<file path="config.mk">
export PLATFORM = sky130hd
export DESIGN_NAME = radix_string_converter_core
export DESIGN_NICKNAME = d
export VERILOG_FILES = /design/src/rtl/rsc_pkg.sv /design/src/rtl/radix_string_converter_core.sv /design/src/rtl/rsc_front.sv /design/src/rtl/rsc_fifo.sv /design/src/rtl/rsc_back.sv
export SDC_FILE = /design/constraint.sdc
export NUM_CORES = 2
export LEC_CHECK = 0
export BUFFER_PORTS_ARGS = -buffer_cell sky130_fd_sc_hd__buf_4
export CORE_MARGIN = 1
export CORE_UTILIZATION = 45
export DETAILED_ROUTE_END_ITERATION = 10
export GPL_TIMING_DRIVEN = 0
export PLACE_DENSITY = 0.72
export SYNTH_ARGS = -nofsm -noshare
export SYNTH_HDL_FRONTEND = slang
export SYNTH_SLANG_ARGS = --single-unit
export TNS_END_PERCENT = 100
</file>
<file path="constraint.sdc">
create_clock -name clk -period 11.2 [get_ports clk]
set_input_delay 1.12 -clock clk [delete_from_list [all_inputs] [get_ports clk]]
set_output_delay 1.12 -clock clk [all_outputs]
set_load 0.005 [all_outputs]
</file>
<file path="src/rtl/rsc_pkg.sv">
package rsc_pkg;

  // Width of the value accumulator; the whole datapath follows from it (8..64).
  localparam int VALUE_WIDTH = 64;
  localparam int BASE_W      = 6;
  localparam int CHAR_W      = 8;
  localparam int STAT_W      = 2;
  localparam int DIG_IDX_W   = $clog2(VALUE_WIDTH);
  localparam int DIG_CNT_W   = $clog2(VALUE_WIDTH + 1);
  localparam int BIT_CNT_W   = $clog2(VALUE_WIDTH);
  localparam int CFG_IDX_W   = 2;

  localparam int QDEPTH  = 4;
  localparam int QPTR_W  = $clog2(QDEPTH);
  localparam int QCNT_W  = $clog2(QDEPTH + 1);

  localparam logic [BASE_W-1:0] BASE_MIN = BASE_W'(2);
  localparam logic [BASE_W-1:0] BASE_MAX = BASE_W'(36);
  localparam logic [BASE_W-1:0] BASE_TEN = BASE_W'(10);

  localparam logic [CFG_IDX_W-1:0] REG_SOURCE_BASE = CFG_IDX_W'(0);
  localparam logic [CFG_IDX_W-1:0] REG_DEST_BASE   = CFG_IDX_W'(1);

  localparam logic [STAT_W-1:0] STAT_OK       = STAT_W'(0);
  localparam logic [STAT_W-1:0] STAT_BAD_CHAR = STAT_W'(1);
  localparam logic [STAT_W-1:0] STAT_OVERFLOW = STAT_W'(2);

  // One classified character on its way from the front to the back.
  typedef struct packed {
    logic [BASE_W-1:0] digit;
    logic              bad;
    logic              last;
  } rsc_item_t;

  function automatic logic [BASE_W-1:0] clamp_base(input logic [BASE_W-1:0] b);
    logic [BASE_W-1:0] r;
    r = b;
    if (b < BASE_MIN) r = BASE_MIN;
    else if (b > BASE_MAX) r = BASE_MAX;
    return r;
  endfunction

endpackage

</file>
<file path="src/rtl/radix_string_converter_core.sv">
// Radix string converter core.
// Input channel: one ASCII character per transfer (in_char) with in_last on
// the final character of a number. A transfer happens when in_push is high
// and in_full is low. Characters are checked against the source base and fed
// through a four-entry queue into a multiply-add accumulator of VALUE_WIDTH
// bits, one character per cycle while the accumulator is free.
// Result channel: out_char/out_last/out_status hold the oldest result while
// out_empty is low; it transfers when out_pop is high. A good number yields
// its digits in the destination base, most significant first, uppercase;
// zero yields "0". A bad character or an overflow yields one result with
// out_char 0, out_last 1 and the status code.
// Conversion after the last character: the divider finds each output digit
// one quotient bit per cycle and stores it in the digit buffer; then each digit
// is read from the buffer and loaded into the output register. The front keeps
// taking characters into the queue meanwhile; in_full rises when it fills.
// A stalled receiver holds the output register and the back end waits.
// Configuration: cfg_we writes cfg_wdata to the register at cfg_idx
// (0 source base, 1 destination base); write only while idle.
// Reset: synchronous, rst_n low; bases go to 10 and 16, the run clears.
module radix_string_converter_core (
  input  logic                          clk,
  input  logic                          rst_n,
  input  logic                          in_push,
  output logic                          in_full,
  input  logic [rsc_pkg::CHAR_W-1:0]    in_char,
  input  logic                          in_last,
  output logic                          out_empty,
  input  logic                          out_pop,
  output logic [rsc_pkg::CHAR_W-1:0]    out_char,
  output logic                          out_last,
  output logic [rsc_pkg::STAT_W-1:0]    out_status,
  input  logic                          cfg_we,
  input  logic [rsc_pkg::CFG_IDX_W-1:0] cfg_idx,
  input  logic [rsc_pkg::BASE_W-1:0]    cfg_wdata
);

  logic [rsc_pkg::BASE_W-1:0] source_base_r;
  logic [rsc_pkg::BASE_W-1:0] dest_base_r;
  rsc_pkg::rsc_item_t         front_item;
  rsc_pkg::rsc_item_t         back_item;
  logic                       q_empty;
  logic                       q_pop;

  // Hold the base registers; drop writes to indexes past the list.
  always_ff @(posedge clk) begin
    if (!rst_n) begin
      source_base_r <= rsc_pkg::BASE_W'(10);
      dest_base_r   <= rsc_pkg::BASE_W'(16);
    end else if (cfg_we) begin
      unique case (cfg_idx)
        rsc_pkg::REG_SOURCE_BASE: source_base_r <= cfg_wdata;
        rsc_pkg::REG_DEST_BASE:   dest_base_r   <= cfg_wdata;
        default: ;
      endcase
    end
  end

  // Classify each character as it arrives.
  rsc_front u_front (
    .in_char     (in_char),
    .in_last     (in_last),
    .source_base (source_base_r),
    .item        (front_item)
  );

  // Decouple the front from the accumulator and converter.
  rsc_fifo u_fifo (
    .clk     (clk),
    .rst_n   (rst_n),
    .push    (in_push),
    .wr_item (front_item),
    .full    (in_full),
    .pop     (q_pop),
    .rd_item (back_item),
    .empty   (q_empty)
  );

  // Accumulate, convert and emit.
  rsc_back u_back (
    .clk         (clk),
    .rst_n       (rst_n),
    .item        (back_item),
    .item_empty  (q_empty),
    .item_pop    (q_pop),
    .source_base (source_base_r),
    .dest_base   (dest_base_r),
    .out_char    (out_char),
    .out_last    (out_last),
    .out_status  (out_status),
    .out_empty   (out_empty),
    .out_pop     (out_pop)
  );

endmodule

</file>
<file path="src/rtl/rsc_front.sv">
module rsc_front (
  input  logic [rsc_pkg::CHAR_W-1:0] in_char,
  input  logic                       in_last,
  input  logic [rsc_pkg::BASE_W-1:0] source_base,
  output rsc_pkg::rsc_item_t         item
);

  localparam logic [7:0] CH_0  = 8'h30;
  localparam logic [7:0] CH_9  = 8'h39;
  localparam logic [7:0] CH_UA = 8'h41;
  localparam logic [7:0] CH_UZ = 8'h5A;
  localparam logic [7:0] CH_LA = 8'h61;
  localparam logic [7:0] CH_LZ = 8'h7A;

  logic [rsc_pkg::BASE_W-1:0] sb;
  logic [7:0]                 lim;

  assign sb  = rsc_pkg::clamp_base(source_base);
  assign lim = CH_0 + {2'b00, sb};

  // Small bases take plain digits below the base; from ten up any
  // alphanumeric passes, letters count ten and up.
  always_comb begin
    item.last  = in_last;
    item.bad   = 1'b0;
    item.digit = '0;
    if (sb < rsc_pkg::BASE_TEN) begin
      if (in_char >= CH_0 && in_char < lim) item.digit = 6'(in_char - CH_0);
      else item.bad = 1'b1;
    end else if (in_char >= CH_0 && in_char <= CH_9) begin
      item.digit = 6'(in_char - CH_0);
    end else if (in_char >= CH_LA && in_char <= CH_LZ) begin
      item.digit = 6'(in_char - CH_LA) + 6'd10;
    end else if (in_char >= CH_UA && in_char <= CH_UZ) begin
      item.digit = 6'(in_char - CH_UA) + 6'd10;
    end else begin
      item.bad = 1'b1;
    end
  end

endmodule

</file>
<file path="src/rtl/rsc_fifo.sv">
module rsc_fifo (
  input  logic               clk,
  input  logic               rst_n,
  input  logic               push,
  input  rsc_pkg::rsc_item_t wr_item,
  output logic               full,
  input  logic               pop,
  output rsc_pkg::rsc_item_t rd_item,
  output logic               empty
);

  rsc_pkg::rsc_item_t               mem_r [rsc_pkg::QDEPTH];
  logic [rsc_pkg::QPTR_W-1:0]       wr_ptr_r, rd_ptr_r;
  logic [rsc_pkg::QCNT_W-1:0]       count_r;
  logic                             do_push, do_pop;

  assign full    = (count_r == rsc_pkg::QCNT_W'(rsc_pkg::QDEPTH));
  assign empty   = (count_r == '0);
  assign do_push = push && !full;
  assign do_pop  = pop && !empty;
  assign rd_item = mem_r[rd_ptr_r];

  always_ff @(posedge clk) begin
    if (do_push) mem_r[wr_ptr_r] <= wr_item;
  end

  always_ff @(posedge clk) begin
    if (!rst_n) begin
      wr_ptr_r <= '0;
      rd_ptr_r <= '0;
      count_r  <= '0;
    end else begin
      if (do_push) wr_ptr_r <= wr_ptr_r + 1'b1;
      if (do_pop) rd_ptr_r <= rd_ptr_r + 1'b1;
      if (do_push && !do_pop) count_r <= count_r + 1'b1;
      else if (do_pop && !do_push) count_r <= count_r - 1'b1;
    end
  end

endmodule

</file>
<file path="src/rtl/rsc_back.sv">
module rsc_back (
  input  logic                       clk,
  input  logic                       rst_n,
  input  rsc_pkg::rsc_item_t         item,
  input  logic                       item_empty,
  output logic                       item_pop,
  input  logic [rsc_pkg::BASE_W-1:0] source_base,
  input  logic [rsc_pkg::BASE_W-1:0] dest_base,
  output logic [rsc_pkg::CHAR_W-1:0] out_char,
  output logic                       out_last,
  output logic [rsc_pkg::STAT_W-1:0] out_status,
  output logic                       out_empty,
  input  logic                       out_pop
);

  localparam int W  = rsc_pkg::VALUE_WIDTH;
  localparam int BW = rsc_pkg::BASE_W;

  typedef enum logic [2:0] {
    S_ACC,
    S_ERR,
    S_DIV,
    S_RD,
    S_LOAD
  } state_t;

  state_t                            state_r;
  logic [W-1:0]                      acc_r;
  logic [rsc_pkg::STAT_W-1:0]        err_r;
  logic [W-1:0]                      val_r;
  logic [BW-1:0]                     rem_r;
  logic [rsc_pkg::BIT_CNT_W-1:0]     bit_r;
  logic [rsc_pkg::DIG_CNT_W-1:0]     cnt_r;
  logic [rsc_pkg::DIG_IDX_W-1:0]     rd_idx_r;
  logic [BW-1:0]                     digit_buf_r [W];
  logic [BW-1:0]                     rd_data_r;
  logic                              out_valid_r;
  logic [rsc_pkg::CHAR_W-1:0]        out_char_r;
  logic                              out_last_r;
  logic [rsc_pkg::STAT_W-1:0]        out_status_r;

  logic [BW-1:0]                     sb, db;
  logic [W+BW-1:0]                   prod;
  logic [W+BW:0]                     sum;
  logic                              ovf;
  logic [rsc_pkg::STAT_W-1:0]        err_nxt;
  logic [W-1:0]                      acc_nxt;
  logic [BW:0]                       shifted;
  logic                              ge;
  logic [BW-1:0]                     rem_nxt;
  logic [W-1:0]                      val_nxt;
  logic                              div_done;
  logic                              out_free;
  logic                              out_load;
  logic                              buf_we;

  function automatic logic [7:0] digit_char(input logic [BW-1:0] d);
    logic [7:0] c;
    if (d < BW'(10)) c = 8'h30 + {2'b00, d};
    else c = 8'h41 + {2'b00, d - BW'(10)};
    return c;
  endfunction

  assign sb = rsc_pkg::clamp_base(source_base);
  assign db = rsc_pkg::clamp_base(dest_base);

  // Multiply-add with overflow taken from the bits above the value width.
  assign prod = acc_r * sb;
  assign sum  = {1'b0, prod} + (W+BW+1)'(item.digit);
  assign ovf  = |sum[W+BW:W];

  always_comb begin
    err_nxt = err_r;
    acc_nxt = acc_r;
    if (err_r == rsc_pkg::STAT_OK) begin
      if (item.bad) err_nxt = rsc_pkg::STAT_BAD_CHAR;
      else if (ovf) err_nxt = rsc_pkg::STAT_OVERFLOW;
      else acc_nxt = sum[W-1:0];
    end
  end

  // One quotient bit per cycle, restoring division by the destination base.
  assign shifted  = {rem_r, val_r[W-1]};
  assign ge       = (shifted >= {1'b0, db});
  assign rem_nxt  = ge ? BW'(shifted - {1'b0, db}) : shifted[BW-1:0];
  assign val_nxt  = {val_r[W-2:0], ge};
  assign div_done = (bit_r == rsc_pkg::BIT_CNT_W'(W - 1));

  assign item_pop  = (state_r == S_ACC) && !item_empty;
  assign out_free  = !out_valid_r || out_pop;
  assign out_load  = out_free && ((state_r == S_ERR) || (state_r == S_LOAD));
  assign buf_we    = (state_r == S_DIV) && div_done;

  assign out_empty  = !out_valid_r;
  assign out_char   = out_char_r;
  assign out_last   = out_last_r;
  assign out_status = out_status_r;

  always_ff @(posedge clk) begin
    if (buf_we) digit_buf_r[cnt_r[rsc_pkg::DIG_IDX_W-1:0]] <= rem_nxt;
    if (state_r == S_RD) rd_data_r <= digit_buf_r[rd_idx_r];
  end

  always_ff @(posedge clk) begin
    if (!rst_n) begin
      state_r     <= S_ACC;
      acc_r       <= '0;
      err_r       <= rsc_pkg::STAT_OK;
      cnt_r       <= '0;
      bit_r       <= '0;
      out_valid_r <= 1'b0;
    end else begin
      out_valid_r <= out_load || (out_valid_r && !out_pop);
      unique case (state_r)
        S_ACC: begin
          if (!item_empty) begin
            if (item.last) begin
              acc_r <= '0;
              if (err_nxt != rsc_pkg::STAT_OK) begin
                err_r   <= err_nxt;
                state_r <= S_ERR;
              end else begin
                val_r   <= acc_nxt;
                rem_r   <= '0;
                bit_r   <= '0;
                cnt_r   <= '0;
                state_r <= S_DIV;
              end
            end else begin
              acc_r <= acc_nxt;
              err_r <= err_nxt;
            end
          end
        end
        S_ERR: begin
          if (out_free) begin
            out_char_r   <= '0;
            out_last_r   <= 1'b1;
            out_status_r <= err_r;
            err_r        <= rsc_pkg::STAT_OK;
            state_r      <= S_ACC;
          end
        end
        S_DIV: begin
          if (div_done) begin
            cnt_r <= cnt_r + 1'b1;
            bit_r <= '0;
            rem_r <= '0;
            val_r <= val_nxt;
            if (val_nxt == '0) begin
              rd_idx_r <= cnt_r[rsc_pkg::DIG_IDX_W-1:0];
              state_r  <= S_RD;
            end
          end else begin
            bit_r <= bit_r + 1'b1;
            rem_r <= rem_nxt;
            val_r <= val_nxt;
          end
        end
        S_RD: begin
          state_r <= S_LOAD;
        end
        S_LOAD: begin
          if (out_free) begin
            out_char_r   <= digit_char(rd_data_r);
            out_last_r   <= (rd_idx_r == '0);
            out_status_r <= rsc_pkg::STAT_OK;
            if (rd_idx_r == '0) begin
              cnt_r   <= '0;
              state_r <= S_ACC;
            end else begin
              rd_idx_r <= rd_idx_r - 1'b1;
              state_r  <= S_RD;
            end
          end
        end
        default: state_r <= S_ACC;
      endcase
    end
  end

endmodule

</file>
Word level (Yosys, flattened, before mapping)
Memory sizes are Yosys's and may differ from the RTL's. A register that Yosys moved wholly into a read port is not among the register bits.
Index checks and enable logic that the tools add are counted.

storage, ports and cells
  register bits after elaboration = 189
  RAM bits = 416
  input port bits = 22
  output and inout bits = 13
  logic and storage cells = 190
  memories = 2

memory list
  memory              depth  bits a word  read ports  clocked after Yosys merged registers in  write ports  line            text
  u_back.digit_buf_r  64     6            1           1                                        1            rsc_back.sv:35  logic [BW-1:0] digit_buf_r [W];
  u_fifo.mem_r        4      8            1           1                                        1            rsc_fifo.sv:12  rsc_pkg::rsc_item_t mem_r [rsc_pkg::QDEPTH];

operators by class
  $add $sub $neg = 18
  $mul = 1
  $lt $le $gt $ge = 14
  equality and inequality tests = 17
  multiplexer cells = 75
  bitwise operators = 1
  reduce and logical (&&, ||, !) cells = 45

operators with widths
  operator                                                                              number
  64-bit 2-to-1 mux                                                                     7
  64-bit one-hot mux with 2 select lines                                                1
  6-bit 2-to-1 mux                                                                      18
  70-bit by 6-bit adder with 71-bit output                                              1
  64-bit by 6-bit multiplier with 70-bit output                                         1
  64-bit zero test                                                                      1
  7-bit 2-to-1 mux                                                                      7
  6-bit one-hot mux with 2 select lines                                                 3
  2-bit 2-to-1 mux                                                                      12
  3-bit 2-to-1 mux                                                                      8
  8-bit 2-to-1 mux                                                                      3
  7-bit one-hot mux with 3 select lines                                                 1
  8-bit by 7-bit greater-or-equal comparator with 1-bit output (second input constant)  2
  8-bit by 7-bit <= comparator with 1-bit output (second input constant)                2
  8-bit one-hot mux with 2 select lines                                                 1
  3-bit one-hot mux with 5 select lines                                                 1
  6-bit by 6-bit adder with 7-bit output (first input constant)                         2
  6-bit by 4-bit adder with 6-bit output (second input constant)                        2
  6-bit > comparator (second input constant)                                            2
  1-bit logical AND                                                                     12
  6-bit by 2-bit < comparator with 1-bit output (second input constant)                 2
  6-bit by 4-bit < comparator with 1-bit output (second input constant)                 2
  2-bit inequality test (second input constant)                                         6
  4-bit AND reduction                                                                   3
  other kinds (37)                                                                      71

Logic depth before layout (Yosys ltp)
  word-level depth = 14
  mapped depth = 28
  depth with buffers taken out = 24

By module
Synthesis repeated with hierarchy kept, for this count alone.

second synthesis, totals
  cell total of the unflattened synthesis = 3,446
  area total of the unflattened synthesis = 40,475.1 um^2

by module, submodules not included
  module                       times used  cells each  area each (um^2)  seq. area each (um^2)
  rsc_back                     1           3,202       37,562.3          15,965.3
  rsc_fifo                     1           90          1,639.1           1,141.1
  rsc_front                    1           103         772.0             0.0
  radix_string_converter_core  1           51          501.7             240.2

Worst setup path after synthesis
No wires, ideal clock.

  path kind = flip-flop to flip-flop
  start point = reg source_base_r[2] (netlist name)
  end point = reg u_back.rem_r[0] (enable)
  library setup time = 0.436 ns
  arrival = 7.596 ns
  data required time = 10.764 ns
  setup slack = 3.168 ns
  cell stages (with the launch flop) = 24
  path buffers = 3
  clock period less this slack = 8.032 ns
  path through = dfxtp_1 > nor3_1 > nor2_1 > o21ai_0 > clkbuf_1 > clkbuf_1 > and2_1 > fa_1 > fa_1 > fa_1 > ha_1 > ha_1 > buf_6 > a21oi_4 > o21ai_1 > a311oi_2 > a32oi_1 > and2_1 > or3_1 > or3_1 > a211oi_2 > nand4b_1 > nand2_1 > and3_1

between the ends
  cells in the longest elaborated chain, start to end = 12
  elaborated cells between the ends (all ways) = 13
  those cells by class = add/sub: 1; mul: 1; order compare: 2; eq/ne: 1; mux: 5; reduce/logical: 3

RTL lines
  item                                             line                               text
  start: declaration                               radix_string_converter_core.sv:37  logic [rsc_pkg::BASE_W-1:0] source_base_r;
  start signal: assignment                         radix_string_converter_core.sv:47  source_base_r <= rsc_pkg::BASE_W'(10);
  start signal: assignment                         radix_string_converter_core.sv:51  rsc_pkg::REG_SOURCE_BASE: source_base_r <= cfg_wdata;
  6-bit > comparator                               rsc_pkg.sv:39                      else if (b > BASE_MAX) r = BASE_MAX;
  6-bit 2-to-1 mux                                 rsc_pkg.sv:39
  6-bit 2-to-1 mux *                               rsc_pkg.sv:38                      if (b < BASE_MIN) r = BASE_MIN;
  64-bit by 6-bit multiplier with 70-bit output *  rsc_back.sv:68                     assign prod = acc_r * sb;
  70-bit by 6-bit adder with 71-bit output *       rsc_back.sv:69                     assign sum = {1'b0, prod} + (W+BW+1)'(item.digit);
  7-bit OR reduction *                             rsc_back.sv:70                     assign ovf = |sum[W+BW:W];
  2-bit 2-to-1 mux *                               rsc_back.sv:77                     else if (ovf) err_nxt = rsc_pkg::STAT_OVERFLOW;
  2-bit 2-to-1 mux *                               rsc_back.sv:76                     if (item.bad) err_nxt = rsc_pkg::STAT_BAD_CHAR;
  2-bit 2-to-1 mux *                               rsc_back.sv:75                     if (err_r == rsc_pkg::STAT_OK) begin
  2-bit nonzero test *                             rsc_back.sv:119                    if (err_nxt != rsc_pkg::STAT_OK) begin
  2-bit inequality test (no line) *                --
  5-bit AND reduction (no line) *                  --
  end signal: assignment                           rsc_back.sv:156                    rem_r <= rem_nxt;
  end: declaration                                 rsc_back.sv:31                     logic [BW-1:0] rem_r;

Mark *: on every way between the ends. The rest lies on a longest branch, timed or not.
A chain may end at the register's enable or synchronous reset.

Worst setup path after layout
  start point = reg source_base_r[2] (netlist name)
  end point = reg u_back.val_r[30] (enable)

between the ends
  cells in the longest elaborated chain, start to end = 12
  elaborated cells between the ends (all ways) = 13
  those cells by class = add/sub: 1; mul: 1; order compare: 2; eq/ne: 1; mux: 5; reduce/logical: 3

RTL lines
  item                                             line             text
  6-bit > comparator                               rsc_pkg.sv:39
  6-bit 2-to-1 mux                                 rsc_pkg.sv:39
  6-bit 2-to-1 mux *                               rsc_pkg.sv:38
  64-bit by 6-bit multiplier with 70-bit output *  rsc_back.sv:68
  70-bit by 6-bit adder with 71-bit output *       rsc_back.sv:69
  7-bit OR reduction *                             rsc_back.sv:70
  2-bit 2-to-1 mux *                               rsc_back.sv:77
  2-bit 2-to-1 mux *                               rsc_back.sv:76
  2-bit 2-to-1 mux *                               rsc_back.sv:75
  2-bit nonzero test *                             rsc_back.sv:119
  2-bit inequality test (no line) *                --
  5-bit AND reduction (no line) *                  --
  end signal: assignment                           rsc_back.sv:123  val_r <= acc_nxt;
  end signal: assignment                           rsc_back.sv:149  val_r <= val_nxt;
  end signal: assignment                           rsc_back.sv:157  val_r <= val_nxt;
  end: declaration                                 rsc_back.sv:30   logic [W-1:0] val_r;

Marked as above.

==> results.yml <==
clocking:
  post_cts_buffers: 0
  cts-hold-fix-buffers: 0
  cts_made_buffers: 61
  post_cts_resized: 0
  path_clk_slew_ns: 0.07
  clock-sinks: 612
  h-tree-depth: 2
  cts-root-buf: "clkbuf_16"
  clk_path_buf_depth: 3
  insertion_delay_ns: 0.65
  cts_tree: "yes"
pwr:
  p_leak_nw: 17.2
  vdd_drop_max_uv: 183
  p_per_area_nw_per_um2: 157
sta:
  rsz0062_at_grt: "no"
  hold_viol: 0
  setup_tns_ns: 0
  fin_crit_sh_pct: 84.7
  report.final.slew_viol_count: 0
  timing.fmax_mhz: 105
  tightest_slew_ns: 1.38
  setup_violations: 0
  fin_crit_ns: 9.48
  slew_headroom_pct: 7.32
  clock_skew_ns: 0.0501
global_route:
  grt_pass1_wl_um: 171000
  grt_pass1_vias: 28000
  antenna_found_initial: 10
  grt.total_usage_pct: 25.3
  grt_max_degree: 66
  grt-ovfl-total: 0
cells_and_area:
  postLayoutCellArea_um2: 43600
  nets: 3837
  drive_above_1_share_pct: 10.0
  fillCellCount: 7520
  multiInputGateArea_um2: 20900
  regArea_um2: 17300
  n_antenna_cell: 0
  final_cells: 4582
  mostFrequentLayoutCell: "edfxtp_1"
  area_growth_pct: 10.3
  final_cell_mix: "509 x edfxtp_1, 272 x and2_1, 254 x fa_1, 193 x a21oi_1, 190 x nand2_1"
worst_hold_path:
  min_path_type: "register to register"
  hold_path_startpoint: "u_fifo.count_r[2]$_SDFFE_PN0P_"
critical_path:
  endpoint_kind: "register"
  path_class: "register to register"
  cp_slowest_cell: "clkbuf_1"
  path_cells: "nor3_1 > nor2_1 > o21ai_0 > clkbuf_1 > clkbuf_1 > and2_1 > fa_1 > fa_1 > fa_1 > ha_1 > ha_1 > buf_2 > nand4_1 > nor3_1 > nand2_1 > a21oi_1 > a21oi_1 > o31ai_1 > xor2_1 > a211oi_1 > nand4b_1 > nand2_1 > and3_4 > buf_16"
  max_stage_delay_ns: 0.79
  ff2ff_setup_slack_ns: 1.72
  crit_top_cell: "fa_1"
  cp.required_ns: 11.47
  r2r-start: "source_base_r[2]$_SDFFE_PN0P_"
  cpLargestDelayFamily: "simple AND/OR/NAND/NOR gates"
  cp.arrival_ns: 9.76
  cp_max_fo: 63
  timing.critical_path.buf_inv: 4
  crit_path_start: "source_base_r[2]$_SDFFE_PN0P_"
  crit_path_start_kind: "register"
synth:
  syn_nets: 3733
  synth_ff_type: "edfxtp_1"
  syn_inst: 3272
  yosysWarnings: 0
  yosysSeqAreaShare_pct: 43.9
  async_flop_share_pct: 0
  synth_edf_count: 509
  synth_cell_types: 79
  synth.cell_area_um2: 39500
  syn_avg_cell_area_um2: 12.1
  ys_seq_elements: 612
placement:
  postPlaceCellArea_um2: 41400
  hpwlAfterDp_um: 84900
  io_buffers: 33
  gp_congestion: 1.00
  place_inst: 4468
route:
  first_pass_iters: 6
  routed-wl-met2_um: 51900
  top_layer_used: "met5"
  vias_per_cell: 6.08
  wl_met3_um: 11000
  wire_per_inst_um: 24.5
  met1_length_um: 45800
  drc_errors: 0
  vias: 27900
  ant_nets: 0
  routed_wl_um: 112000
  drtIter0Drc: 3105
floorplanning:
  die_area_um2: 89000
  die_x_um: 298
  core_um2: 86900
  start_util_pct: 45.5
  io-pin-count: 35
  rows: 108
  die_y_um: 298
flow_run:
  max_cap_violations: 0
outcome:
  status: "complete, no violations"
-- Yosys cell counts (20+ instances only) --
library cell	n	share of area (%)
edfxtp_1	509	39
mux2i_1	75	1.9
nor2b_1	76	1.2
and2_1	272	4.3
nand2_1	190	1.8
nor4_1	25	0.40
clkbuf_1	163	1.5
a31oi_1	20	0.32
xor2_1	31	0.69
dfxtp_1	103	5.2
fa_1	254	13
o21ai_0	162	2.1
xnor2_1	54	1.2
a21oi_1	193	2.4
nor3_1	24	0.30
inv_1	96	0.91
ha_1	185	5.9
and3_1	73	1.2
nand3_1	110	1.4
nand4_1	40	0.63
or3_1	20	0.32
o21ai_1	53	0.67
mux4_2	134	7.6
nor2_1	177	1.7
-- per-stage QoR --
stage          power [mW]  hold slack [ns]  util [%]  setup slack (ns)
5_1_grt              7.05            0.532      50.1              1.29
6_report             6.82            0.514      50.1              1.72
2_1_floorplan        4.01            0.460         -              3.17
3_3_place_gp         4.60            0.479      47.4           0.00424
3_5_place_dp         4.67            0.496      47.7              1.99
4_1_cts              6.81            0.510      50.1              1.92
-- routing by layer --
metal | vias up | GRT usage (%)
met1 | 14100 | 35.1
met2 | 1388 | 40.3
met3 | 216 | 4.87
li1 | 12100 | -
met5 | - | 0
met4 | 10 | 7.37
-- final timing paths --
path                            depth (start not counted)                             end
worst min-delay path                                    2  u_fifo.count_r[2]$_SDFFE_PN0P_
worst max-delay path                                   24      u_back.val_r[30]$_DFFE_PP_
worst min register to register                          2  u_fifo.count_r[2]$_SDFFE_PN0P_
worst max register to register                         24      u_back.val_r[30]$_DFFE_PP_
-- cell type report --
type,instances,share of cell area (%)
clock inverters,43,1.15
well taps,1155,3.32
plain buffers,202,2.13
clock buffers,71,3.76
repair buffers,41,0.971
flip-flops and latches,612,39.8
inverters,97,0.836
multi-input cells,2361,48.0
-- where the power goes --
group          switching (mW)  internal (mW)
logic                    1.22          0.493
registers              0.0812           2.88
clock network           0.927           1.23
total                    2.23           4.59
-- sequential cells by signal, summed over array words and instances, names as in the netlist, 2 cells and up, named ones only --
signal	count
u_back.digit_buf_r	384
u_back.acc_r	64
u_back.val_r	64
u_fifo.mem_r	32
u_back.out_char	8
dest_base_r	6
source_base_r	6
u_back.bit_r	6
u_back.cnt_r	6
u_back.rd_data_r	6
u_back.rd_idx_r	6
u_back.rem_r	6
u_back.state_r	3
u_fifo.count_r	3
u_back.err_r	2
u_back.out_status	2
u_fifo.rd_ptr_r	2
u_fifo.wr_ptr_r	2
-- kinds of logic (layout without fill, tap and decap cells) --
group / Yosys count / in the layout / share of synthesized area, %
simple gates: 1054 / 1054 / 14.1
flops: 612 / 612 / 43.9
compound gates: 571 / 571 / 8.47
fa+ha+maj: 439 / 439 / 18.7
buf+inv: 299 / 454 / 3.28
mux: 212 / 212 / 9.63
xor+xnor: 85 / 85 / 1.88
-- worst min-delay path, stage by stage, from the launching register on --
cell	delay (ns)
dfxtp_1	0.33
o21ai_0	0.08
a21oi_1	0.06
(Power assumes the default switching activity.)
